**src/mts_pkg.sv**
```systemverilog
// ----------------------------------------------------------------------------
// mts_pkg
// Shared constants, codes and types for the min tracking stack.
// ----------------------------------------------------------------------------
package mts_pkg;

	localparam int STACK_DEPTH = 1024;
	localparam int DATA_W      = 32;
	localparam int WORD_W      = DATA_W + 2;              // encoded entry width
	localparam int PTR_W       = $clog2(STACK_DEPTH);     // entry address
	localparam int CNT_W       = $clog2(STACK_DEPTH + 1); // fill count

	localparam logic signed [DATA_W-1:0] MIN_RESET = {1'b0, {(DATA_W-1){1'b1}}};

	typedef enum logic [1:0] {
		OP_PUSH  = 2'd0,
		OP_POP   = 2'd1,
		OP_QUERY = 2'd2
	} op_t;

	typedef enum logic [1:0] {
		ERR_OK    = 2'd0,
		ERR_EMPTY = 2'd1,
		ERR_FULL  = 2'd2
	} err_t;

	typedef enum logic [1:0] {
		ST_IDLE,
		ST_READ,
		ST_RESULT
	} state_t;

	typedef struct packed {
		logic signed [DATA_W-1:0] top_value;
		logic signed [DATA_W-1:0] min_value;
		logic                     is_empty;
		logic [1:0]               error_code;
	} res_t;

	typedef struct packed {
		logic              we;
		logic [PTR_W-1:0]  waddr;
		logic [WORD_W-1:0] wdata;
	} mem_wr_t;

	typedef struct packed {
		logic             re;
		logic [PTR_W-1:0] raddr;
	} mem_rd_t;

endpackage

```
**src/mts_intf.sv**
```systemverilog
// ----------------------------------------------------------------------------
// mts_intf
// Command and response channels of the min tracking stack.
// ----------------------------------------------------------------------------
interface mts_cmd_if;
	logic                                      valid;
	logic                                      ready;
	logic [1:0]                                opcode;
	logic signed [mts_pkg::DATA_W-1:0]         value;

	modport source (output valid, output opcode, output value, input ready);
	modport sink   (input valid, input opcode, input value, output ready);
endinterface


```
**src/mts_engine.sv**
```systemverilog
// ----------------------------------------------------------------------------
// mts_engine
// Sequencer, fill count, min register and cached top entry of the stack.
// ----------------------------------------------------------------------------
module mts_engine (
	input  logic                        clk,
	input  logic                        arst_n,
	mts_cmd_if.sink                     cmd,
	output mts_pkg::mem_wr_t            mem_wr,
	output mts_pkg::mem_rd_t            mem_rd,
	input  logic [mts_pkg::WORD_W-1:0]  mem_rdata,
	output logic                        res_valid,
	input  logic                        res_ready,
	output mts_pkg::res_t               res
);

	mts_pkg::state_t state_q, state_d;

	logic [mts_pkg::CNT_W-1:0]         fill_q;
	logic signed [mts_pkg::DATA_W-1:0] min_q;
	logic signed [mts_pkg::WORD_W-1:0] top_q;   // raw word at fill_q - 1
	mts_pkg::err_t                     err_q;

	logic                              accept;
	logic                              do_push;
	logic                              do_pop;
	mts_pkg::err_t                     err_d;
	logic                              empty;
	logic                              full;
	logic                              val_gt_min;
	logic                              top_enc;
	logic signed [mts_pkg::WORD_W-1:0] val_ext;
	logic signed [mts_pkg::WORD_W-1:0] min_ext;
	logic signed [mts_pkg::WORD_W-1:0] enc_word;
	logic signed [mts_pkg::WORD_W-1:0] restore;
	logic signed [mts_pkg::WORD_W-1:0] push_word;

	assign empty      = (fill_q == '0);
	assign full       = (fill_q == mts_pkg::CNT_W'(mts_pkg::STACK_DEPTH));
	assign val_ext    = {{2{cmd.value[mts_pkg::DATA_W-1]}}, cmd.value};
	assign min_ext    = {{2{min_q[mts_pkg::DATA_W-1]}}, min_q};
	assign val_gt_min = (cmd.value > min_q);
	assign top_enc    = (top_q < min_ext);
	// 2*value - min, 2*min - word
	assign enc_word   = {cmd.value[mts_pkg::DATA_W-1], cmd.value, 1'b0} - min_ext;
	assign restore    = {min_q[mts_pkg::DATA_W-1], min_q, 1'b0} - top_q;
	assign push_word  = (empty || val_gt_min) ? val_ext : enc_word;

	always_comb begin
		do_push = 1'b0;
		do_pop  = 1'b0;
		err_d   = mts_pkg::ERR_OK;
		case (cmd.opcode)
			mts_pkg::OP_PUSH: begin
				if (full) err_d = mts_pkg::ERR_FULL;
				else      do_push = 1'b1;
			end
			mts_pkg::OP_POP: begin
				if (empty) err_d = mts_pkg::ERR_EMPTY;
				else       do_pop = 1'b1;
			end
			default: ;
		endcase
	end

	assign accept = cmd.valid && cmd.ready;

	// next state and outputs
	always_comb begin
		state_d   = state_q;
		cmd.ready = 1'b0;
		res_valid = 1'b0;
		unique case (state_q)
			mts_pkg::ST_IDLE: begin
				cmd.ready = 1'b1;
				if (cmd.valid) begin
					// popping down to a non-empty stack needs the new top from memory
					if (do_pop && fill_q != mts_pkg::CNT_W'(1)) state_d = mts_pkg::ST_READ;
					else                                        state_d = mts_pkg::ST_RESULT;
				end
			end
			mts_pkg::ST_READ: begin
				state_d = mts_pkg::ST_RESULT;
			end
			mts_pkg::ST_RESULT: begin
				res_valid = 1'b1;
				if (res_ready) state_d = mts_pkg::ST_IDLE;
			end
			default: state_d = mts_pkg::ST_IDLE;
		endcase
	end

	always_ff @(posedge clk or negedge arst_n) begin
		if (!arst_n) begin
			state_q <= mts_pkg::ST_IDLE;
		end else begin
			state_q <= state_d;
		end
	end

	always_ff @(posedge clk or negedge arst_n) begin
		if (!arst_n) begin
			fill_q <= '0;
			min_q  <= mts_pkg::MIN_RESET;
			err_q  <= mts_pkg::ERR_OK;
		end else if (accept) begin
			err_q <= err_d;
			if (do_push) begin
				fill_q <= fill_q + mts_pkg::CNT_W'(1);
				if (empty || !val_gt_min) min_q <= cmd.value;
			end else if (do_pop) begin
				fill_q <= fill_q - mts_pkg::CNT_W'(1);
				if (top_enc) min_q <= restore[mts_pkg::DATA_W-1:0];
			end
		end
	end

	always_ff @(posedge clk) begin
		if (accept && do_push) begin
			top_q <= push_word;
		end else if (state_q == mts_pkg::ST_READ) begin
			top_q <= mem_rdata;
		end
	end

	assign mem_wr.we    = accept && do_push;
	assign mem_wr.waddr = fill_q[mts_pkg::PTR_W-1:0];
	assign mem_wr.wdata = push_word;
	assign mem_rd.re    = accept && do_pop;
	assign mem_rd.raddr = mts_pkg::PTR_W'(fill_q - mts_pkg::CNT_W'(2));

	assign res.top_value  = empty   ? '0 :
	                        top_enc ? min_q : top_q[mts_pkg::DATA_W-1:0];
	assign res.min_value  = min_q;
	assign res.is_empty   = empty;
	assign res.error_code = err_q;

endmodule

```
**src/flat_wrapper.sv**
```systemverilog
// flat-port wrapper written by rule: the top's interface ports become plain ports
module mts_engine_flat 
  (clk, arst_n, mem_wr, mem_rd, mem_rdata, res_valid, res_ready, res, cmd_valid, cmd_opcode, cmd_value, cmd_ready);
  mts_cmd_if cmd_i ();
  input  logic clk;
  input  logic arst_n;
  output mts_pkg::mem_wr_t mem_wr;
  output mts_pkg::mem_rd_t mem_rd;
  input  logic [mts_pkg::WORD_W-1:0] mem_rdata;
  output logic res_valid;
  input  logic res_ready;
  output mts_pkg::res_t res;
  input wire logic [$bits(cmd_i.valid)-1:0] cmd_valid;
  input wire logic [$bits(cmd_i.opcode)-1:0] cmd_opcode;
  input wire logic [$bits(cmd_i.value)-1:0] cmd_value;
  output wire logic [$bits(cmd_i.ready)-1:0] cmd_ready;
  assign cmd_i.valid = cmd_valid;
  assign cmd_i.opcode = cmd_opcode;
  assign cmd_i.value = cmd_value;
  assign cmd_ready = cmd_i.ready;
  mts_engine u_core (.clk(clk), .arst_n(arst_n), .cmd(cmd_i), .mem_wr(mem_wr), .mem_rd(mem_rd), .mem_rdata(mem_rdata), .res_valid(res_valid), .res_ready(res_ready), .res(res));
endmodule
```
**config.mk**
```make
export PLATFORM = sky130hd
export DESIGN_NAME = mts_engine_flat
export DESIGN_NICKNAME = d
export VERILOG_FILES = /design/src/mts_pkg.sv /design/src/mts_intf.sv /design/src/mts_engine.sv /design/src/flat_wrapper.sv
export SDC_FILE = /design/constraint.sdc
export NUM_CORES = 1
export LEC_CHECK = 0
export ABC_AREA = 1
export BUFFER_PORTS_ARGS = -buffer_cell sky130_fd_sc_hd__buf_2
export CAP_MARGIN = 20
export CORE_MARGIN = 4
export CORE_UTILIZATION = 50
export DETAILED_ROUTE_END_ITERATION = 6
export PLACE_DENSITY = 0.79
export SYNTH_ARGS = -nofsm -noshare
export SYNTH_HDL_FRONTEND = slang
export SYNTH_SLANG_ARGS = --single-unit
```
**constraint.sdc**
```tcl
create_clock -name clk -period 5 [get_ports clk]
set_input_delay 0.5 -clock clk [delete_from_list [all_inputs] [get_ports clk]]
set_output_delay 0.5 -clock clk [all_outputs]
set_load 0.05 [all_outputs]
```
==> results of run 1 <==
## final cells by class
type / instances / area (um2)
Inverter: 176 / 663
Tap cell: 275 / 344
Clock inverter: 4 / 26.3
Timing Repair Buffer: 204 / 1040
Multi-Input combinational cell: 1439 / 7730
Clock buffer: 12 / 256
Fill cell: 2163 / 8990
Sequential cell: 81 / 2240
## worst paths after layout
check	startpoint	endpoint	depth (start not counted)
max	u_core.min_q[13]$_DFFE_PN1P_	res[53]	12
min	arst_n	u_core.fill_q[9]$_DFFE_PN0P_	2
max reg2reg	u_core.min_q[1]$_DFFE_PN1P_	u_core.top_q[0]$_DFFE_PP_	18
min reg2reg	u_core.min_q[7]$_DFFE_PN1P_	u_core.min_q[7]$_DFFE_PN1P_	2
max in group asynchronous	arst_n	u_core.min_q[31]$_DFFE_PN0P_	2
min in group clk	res_ready	u_core.state_q[1]$_DFFE_PN0P_	2
## worst reg2reg max path: cells and delay by family (launching register included)
family	cells	cell delay [ns]
AND/OR/NAND/NOR	16	2.03
flip-flops	1	0.63
adder cells (fa/ha/maj)	1	0.33
buffers and inverters	1	0.17
## state kept, by name, summed over array words and instances (netlist names)
register        count
u_core.top_q       34
u_core.min_q       32
u_core.fill_q      11
u_core.err_q        2
u_core.state_q      2
## cells in the mapped netlist, types with 13 or more instances
cell      number  area share (%)
a21oi_1      137             6.2
buf_2         13            0.59
buf_4         17             1.2
clkbuf_1      17            0.58
dfrtp_1       16             3.6
dfstp_2       31             7.4
edfxtp_1      34             9.3
ha_1         132              15
inv_1        172             5.9
nand2_1      599              20
nand2_2       13            0.74
nand3_1      146             6.7
nand4_1       17            0.97
nor2_1       152             5.2
nor3_1        14            0.64
o21ai_0      108             4.9
xor2_1        40             3.2
## cells by family after synthesis
logic type,after synthesis
xor+xnor,50
flops,81
fa+ha+maj,134
simple gates,978
buf+inv,233
compound gates,277
## layer usage
layer | global-route usage (%) | wire [um] | up-vias
met5 | 0 | 0 | -
met4 | 12.7 | 1580 | 0
met3 | 5.10 | 4230 | 93
met2 | 51.7 | 18300 | 642
met1 | 46.2 | 17300 | 5749
li1 | - | - | 6070
## metrics by stage
step / instance area [um2] / worst slack [ns] / utilization, %
finish: 12300 / 0.705 / 57.8
global route: 12300 / 0.433 / 57.8
floorplan: 11000 / 1.16 / -
CTS: 12300 / 0.819 / 57.8
detailed placement: 12000 / 1.17 / 56.5
global placement: 12000 / 1.17 / 56.5
==> out/metrics.csv, run 1 <==
metric,value,unit
relSlewSlack,36.8,%
cts_root_buf,clkbuf_16,
synth_area_per_cell,6.26,um2
async_flop_share,58.0,%
finalHoldViolCount,0,
path_buf_inv,2,
setup_viol,0,
setup_tns,0,ns
grt_pass1_wl,63700,um
cp-start-kind,flip-flop,
cpMaxStageDelayCell,nand2_2,
min_path_type,in -> async,
fp.dieH,156,um
row_count,53,
die_x,156,um
ys_types,45,
dp.cells,2175,
core_area,21300,um2
place.detailed.hpwl,34100,um
crit_fanout,64,
ctsResizeCount,0,
layout_commonest_cell,nand2_1,
cp.arrival,3.79,ns
tightest_slew,0.944,ns
fin_crit_sh,85.9,%
rrSetupSlack,1.59,ns
io-pin-count,197,
ys_ff_latch,81,
route.vias.total,12554,
max_stage_delay,0.71,ns
syn_inst,1753,
synth_edf_count,34,
gp_congestion,1.06,
numCtsBuffers,9,
cts_tree,done,
grt_pass1_vias,11778,
cp_cell_sequence,inv_1 -> ha_1 -> a21oi_1 -> o21ai_0 -> a21oi_1 -> nand2_1 -> nand2_1 -> nand3_1 -> nand2_2 -> o21ai_0 -> a21oi_1 -> buf_2,
synth_mux_area_share,0,%
syn-num-nets,1959,
critPathTopFamily,compound AO/OA/AOI/OAI gates,
critical_path_class,reg -> out,
overflow,0,
synth-simple-area-share,37.6,%
avgViaCountPerCell,5.73,
die_area,24400,um2
wl,41400,um
required,4.50,ns
hold_ws,0.289,ns
n_antenna_cell,0,
cts-hold-fix-buffers,0,
final_cells,2191,
h-tree-depth,3,
drt_iter0_markers,1131,
synth_flop_cell,edfxtp_1,
dr.pass1.iters,6,
crit_top_cell,a21oi_1,
synth_compound_area_share,13.4,%
worstSetupEndpointType,output pin,
fmax,0.233,GHz
layout_min_cycle_time,4.29,ns
areaGrowthSynthToFinish,12.0,%
yosysWarnings,0,
track_usage,33.1,%
synth_area,11000,um2
synth-adder-area-share,15.4,%
synth_xor_area_share,3.99,%
yosysSeqAreaShare,20.4,%
clk_latency,0.35,ns
status,completed,
grt_start_max_net_pins,65,
portBuffers,196,
fin_skew,0.00758,ns
layout_common_cells,"nand2_1, buf_2, inv_1",
antenna_found_initial,0,
cap_violations,0,
final_layout_size_suffix_gt1_share,15.0,%
synth_top_family_by_area,simple AND/OR/NAND/NOR gates,
cts.sinks,81,
nets,2117,
rsz0062_at_grt,no,
clockBufferDepth,2,
cts_setup_buffers,0,
routedWlPerCell,18.9,um
cts.clk_slew.worst_paths,0.07,ns
drc_errors,0,
slew_violations,0,
final_antenna_net_count,0,
initial_core_util,51.6,%
Power of run 1 is left out: the tool's default activity adds up to more than one toggle a clock period on the data nets, which glitch-free logic cannot reach.
==> inputs of run 2 (changes only) <==
- ABC_AREA: 1 -> not set
- PLACE_DENSITY: 0.79 -> 0.8
==> run 2 against run 1 <==
Effect of this change: non-clock buffer count increased by 8; synthesized cell count decreased by 29%; largest cell class unchanged; clock skew about the same; via count decreased by 20%; register-to-register slack got worse by 0.57 ns; core utilization increased by 0.74 points; maximum frequency decreased by 5.6%; setup slack got worse by 0.26 ns; critical endpoint is now mem_wr[28]; sequential cell count unchanged; global-route usage decreased by 4.8 points; synthesized area decreased by 10%; critical path type unchanged.
==> out/metrics.csv, run 2 <==
metric,value,unit,change
crit_fanout,29,,-55%
syn_inst,1240,,-29%
largest_reg_flops,34,,unchanged
grt.met3_usage,5.61,%,+0.50 points
final_layout_size_suffix_gt1_share,20.8,%,+5.8 points
fin_crit_sh,91.0,%,+5.1 points
crit_top_cell,buf_4,,
path_buf_inv,4,,+2
worstReg2RegEnd,u_core.top_q[28]$_DFFE_PP_,,
synth_top_cell_area_share,16.8,%,-3.7 points
fin_ws,0.450,ns,-0.255 ns
status,completed,,
route.vias.total,10029,,-20%
crit_cells,12,,unchanged
cts.sinks,81,,unchanged
die_area,22000,um2,-9.7%
grt.met1_usage,40.1,%,-6.1 points
core_area,19400,um2,-8.9%
ys_types,71,,+58%
cp_cell_sequence,inv_1 -> ha_1 -> nand4_1 -> nor4_1 -> buf_4 -> nand2_1 -> nor2_1 -> a2bb2oi_1 -> o211ai_4 -> buf_4 -> mux2_1 -> buf_2,,
ys_ff_latch,81,,unchanged
overflow,0,,unchanged
relSlewSlack,35.7,%,-1.1 points
layout_min_cycle_time,4.55,ns,+0.255 ns
ctsResizeCount,0,,unchanged
setup_viol,0,,unchanged
max_stage_delay,0.80,ns,+0.09 ns
areaGrowthSynthToFinish,15.2,%,
dr.pass1.iters,6,,unchanged
antenna_found_initial,1,,+1
numCtsBuffers,9,,unchanged
cap_violations,0,,unchanged
cp.arrival,4.05,ns,+0.26 ns
cts_setup_buffers,0,,unchanged
io-pin-count,197,,unchanged
grt_pass1_vias,9313,,-21%
yosysMostFrequentCell,nand2_1,,
ys_top_cells_by_area,"ha_1, edfxtp_1, dfstp_2",,
gp_congestion,0.950,,-10%
r2r_start,u_core.min_q[27]$_DFFE_PN1P_,,
routedWlPerCell,19.2,um,+1.6%
startpoint,u_core.min_q[27]$_DFFE_PN1P_,,
initial_core_util,50.8,%,-0.75 points
layout_common_cells,"buf_2, nand2_1, ha_1",,
fillers,1801,,-17%
yosysSeqAreaShare,22.7,%,+2.3 points
avgViaCountPerCell,6.01,,+4.9%
grtUsageMet2,43.0,%,-8.7 points
drt_iter0_markers,940,,-17%
synth_area,9860,um2,-10%
cts_tree,done,,
clockBufferDepth,2,,unchanged
row_count,51,,-3.8%
critPathTopFamily,compound AO/OA/AOI/OAI gates,,
cts.clk_slew.worst_paths,0.06,ns,about the same
die_x,148,um,-5.0%
async_flop_share,58.0,%,unchanged
syn-num-nets,1446,,-26%
detailedPlace.worstSlack,0.834,ns,-0.334 ns
fin_skew,0.00775,ns,+0.000167 ns
h-tree-depth,3,,unchanged
r2r_cells,12,,-6
regMostFlops,u_core.top_q,,
top_usage_layer,met2,,
synth_flop_cell,edfxtp_1,,
track_usage,28.2,%,-4.8 points
required,4.50,ns,about the same
nets,1603,,-24%
cp-start-kind,flip-flop,,
portBuffers,196,,unchanged
fmax,0.220,GHz,-5.6%
tightest_slew,0.959,ns,+0.0149 ns
worstSetupEndpointType,output pin,,
rrSetupSlack,1.02,ns,-0.57 ns
clk_latency,0.36,ns,about the same
critical_path_class,reg -> out,,
cts_root_buf,clkbuf_16,,
setup_tns,0,ns,unchanged
cts-hold-fix-buffers,0,,unchanged
synth_largest_area_cell,ha_1,,
reg_top3,"u_core.top_q x34, u_core.min_q x32, u_core.fill_q x11",,
wl,32000,um,-23%
critPathCapture,mem_wr[28],,
final_antenna_net_count,0,,unchanged
place.detailed.hpwl,25100,um,-26%
fin_util,58.5,%,+0.74 points
drc_errors,0,,unchanged
yosysWarnings,0,,unchanged
synth_common_cells,"nand2_1, ha_1, a21oi_1",,
fp.dieH,148,um,-5.0%
min_path_type,in -> async,,
rsz0062_at_grt,no,,
finalHoldViolCount,0,,unchanged
layout_commonest_cell,buf_2,,
synth_edf_count,34,,unchanged
synth_area_per_cell,7.95,um2,+27%
grt_pass1_wl,49700,um,-22%
grt_start_max_net_pins,53,,-18%
slew_violations,0,,unchanged
cpMaxStageDelayCell,o211ai_4,,
==> run 2: routing by layer <==
metal | share of wire [%] | up-vias
met5 | 0 | -
met4 | 3.2 | 0
met3 | 11 | 83
met2 | 43 | 525
met1 | 43 | 4672
li1 | - | 4749
==> run 2: through the flow <==
step	cells	area, um2	hold WS (ns)
after detailed placement	1651	11000	0.460
final	1668	11400	0.249
after global routing	1668	11400	0.310
after global placement	1651	11000	0.452
after CTS	1667	11400	0.280
after floorplan	1240	9860	0.204
==> run 2: layout make-up <==
type                    count  area, um2  area share [%]
clock inverters             5       81.3           0.716
diodes                      1       2.50          0.0220
clock buffers              11        233            2.05
inverters                  81        304            2.68
flip-flops and latches     81       2240            19.7
multi-input cells        1012       7050            62.1
well taps                 265        332            2.92
repair buffers            212       1110            9.81
==> run 2: logic make-up (layout without fill, tap and decap cells) <==
family	Yosys count	count (layout)	synth area share, %
buffers and inverters	147	309	6.29
multiplexers	76	76	8.16
AND/OR/NAND/NOR	388	388	17.6
other	0	1	0
adder cells (fa/ha/maj)	134	134	17.2
XOR/XNOR	70	70	6.22
AO/OA/AOI/OAI	344	344	21.9
flip-flops	81	81	22.7
==> run 2: worst min-delay path by stage <==
stage                                     start                            end  cells after the start
finish                                   arst_n  u_core.state_q[1]$_DFFE_PN0P_                      2
global route                             arst_n  u_core.state_q[1]$_DFFE_PN0P_                      2
CTS                                      arst_n  u_core.state_q[1]$_DFFE_PN0P_                      2
detailed placement  u_core.err_q[1]$_DFFE_PN0P_    u_core.err_q[1]$_DFFE_PN0P_                      2
global placement    u_core.err_q[1]$_DFFE_PN0P_    u_core.err_q[1]$_DFFE_PN0P_                      2
floorplan                                arst_n    u_core.err_q[0]$_DFFE_PN0P_                      0
Power of run 2 is left out for the same reason.
==> inputs of run 3 (changes only) <==
==> constraint.sdc (replaced) <==
create_clock -name clk -period 5 [get_ports clk]
set_input_delay 0.25 -clock clk [delete_from_list [all_inputs] [get_ports clk]]
set_output_delay 0.25 -clock clk [all_outputs]
set_load 0.05 [all_outputs]
==> run 3 against run 2 <==
Effect of this change: design area decreased by 0.11%; sequential share of layout area about the same; register-to-register slack got worse by 0.27 ns; die area unchanged; non-clock buffer count decreased by 3; critical path type unchanged; final cell count decreased by 0.18%; first-iteration DRC count increased by 25%; largest cell class unchanged; critical path depth decreased by 1.
==> out/metrics.csv, run 3 (synthesis results as in run 2) <==
metric,value,unit,change
overflow,0,,unchanged
die_area,22000,um2,unchanged
fin_util,58.5,%,-0.065 points
row_count,51,,unchanged
final_antenna_net_count,0,,unchanged
drt_iter0_markers,1174,,+25%
grt_start_max_net_pins,53,,unchanged
clockBufferDepth,2,,unchanged
cts-hold-fix-buffers,0,,unchanged
cap_violations,0,,unchanged
nets,1600,,-0.19%
io-pin-count,197,,unchanged
gp_congestion,0.948,,-0.22%
dr.pass1.iters,6,,unchanged
avgViaCountPerCell,6.05,,+0.66%
layout_common_cells,"buf_2, nand2_1, ha_1",,
fp.dieH,148,um,unchanged
track_usage,28.5,%,+0.25 points
crit_fanout,29,,unchanged
regMostFlops,u_core.top_q,,
h-tree-depth,3,,unchanged
cts_tree,done,,
cts_root_buf,clkbuf_16,,
rsz0062_at_grt,no,,
critical_path_class,reg -> out,,
reg_top3,"u_core.top_q x34, u_core.min_q x32, u_core.fill_q x11",,
cp-start-kind,flip-flop,,
clk_latency,0.36,ns,about the same
worstSetupEndpointType,output pin,,
wl,32500,um,+1.3%
r2r_cells,11,,-1
cp.arrival,4.33,ns,+0.28 ns
setup_viol,0,,unchanged
grt_pass1_vias,9264,,-0.53%
layout_min_cycle_time,4.58,ns,+0.0251 ns
ctsResizeCount,0,,unchanged
fin_skew,0.00661,ns,-0.00114 ns
die_x,148,um,unchanged
cts_setup_buffers,0,,unchanged
finalHoldViolCount,0,,unchanged
drc_errors,0,,unchanged
initial_core_util,50.8,%,unchanged
tightest_slew,0.969,ns,+0.00936 ns
cts.sinks,81,,unchanged
min_path_type,in -> async,,
place.detailed.hpwl,25700,um,+2.5%
areaGrowthSynthToFinish,15.0,%,
status,completed,,
layout_commonest_cell,buf_2,,
relSlewSlack,35.1,%,-0.63 points
slew_violations,0,,unchanged
required,4.75,ns,+0.25 ns
fin_crit_sh,91.5,%,+0.50 points
core_area,19400,um2,unchanged
portBuffers,196,,unchanged
cts.clk_slew.worst_paths,0.06,ns,about the same
fmax,0.219,GHz,-0.55%
antenna_found_initial,1,,unchanged
setup_tns,0,ns,unchanged
grt_pass1_wl,50000,um,+0.48%
routedWlPerCell,19.5,um,+1.5%
largest_reg_flops,34,,unchanged
numCtsBuffers,9,,unchanged
route.vias.total,10077,,+0.48%
final_layout_size_suffix_gt1_share,20.6,%,-0.17 points
-- run 3: changes by cell type in the layout (fill, tap and decap cells not counted), sizes merged --
cell and delta:
bufinv -2, buf -3, clkinvlp -1, clkinv -2, clkbuf +5
-- run 3: through the flow --
| step | worst slack [ns] | hold WS [ns] | std cells | instance area [um2] |
|---|---|---|---|---|
| after floorplan | 0.747 | -0.0456 | 1240 | 9860 |
| after global placement | 1.02 | 0.402 | 1648 | 11000 |
| after detailed placement | 0.807 | 0.398 | 1648 | 11000 |
| after CTS | 0.480 | 0.0259 | 1664 | 11300 |
| after global routing | 0.199 | 0.0795 | 1665 | 11300 |
| final | 0.424 | 0.0333 | 1665 | 11300 |
-- run 3: area by class of cell --
class	instances	area (um2)
Sequential cell	81	2240
Fill cell	1768	8060
Tap cell	265	332
Antenna cell	1	2.50
Clock buffer	16	324
Inverter	81	304
Timing Repair Buffer	209	1090
Multi-Input combinational cell	1012	7050
-- run 3: final timing paths --
| kind | startpoint | to | slack [ns] |
|---|---|---|---|
| min reg2reg | u_core.err_q[1]$_DFFE_PN0P_ | u_core.err_q[1]$_DFFE_PN0P_ | 0.47 |
| max in group asynchronous | arst_n | u_core.fill_q[8]$_DFFE_PN0P_ | 4.53 |
| max reg2reg | u_core.min_q[31]$_DFFE_PN0P_ | u_core.top_q[28]$_DFFE_PP_ | 0.75 |
| max | u_core.min_q[31]$_DFFE_PN0P_ | mem_wr[28] | 0.42 |
| min in group clk | res_ready | u_core.state_q[1]$_DFFE_PN0P_ | 0.14 |
| min | arst_n | u_core.min_q[31]$_DFFE_PN0P_ | 0.03 |
-- run 3: layer usage --
metal  GRT usage (%)  share of wire (%)  vias up
li1                -                  -     4739
met1            41.9                 43     4682
met2            41.9                 42      579
met3            5.15                 11       77
met4            9.93                3.5        0
met5               0                  0        -
-- run 3: critical path: stages (launching register included) --
cell	delay, ns
dfrtp_1	0.39
inv_1	0.14
ha_1	0.51
nand4_1	0.19
nor4_1	0.53
nand2_1	0.16
nor2_1	0.12
a2bb2oi_1	0.13
o211ai_4	0.81
buf_4	0.38
mux2_1	0.36
buf_2	0.22
Power of run 3 is left out for the same reason.
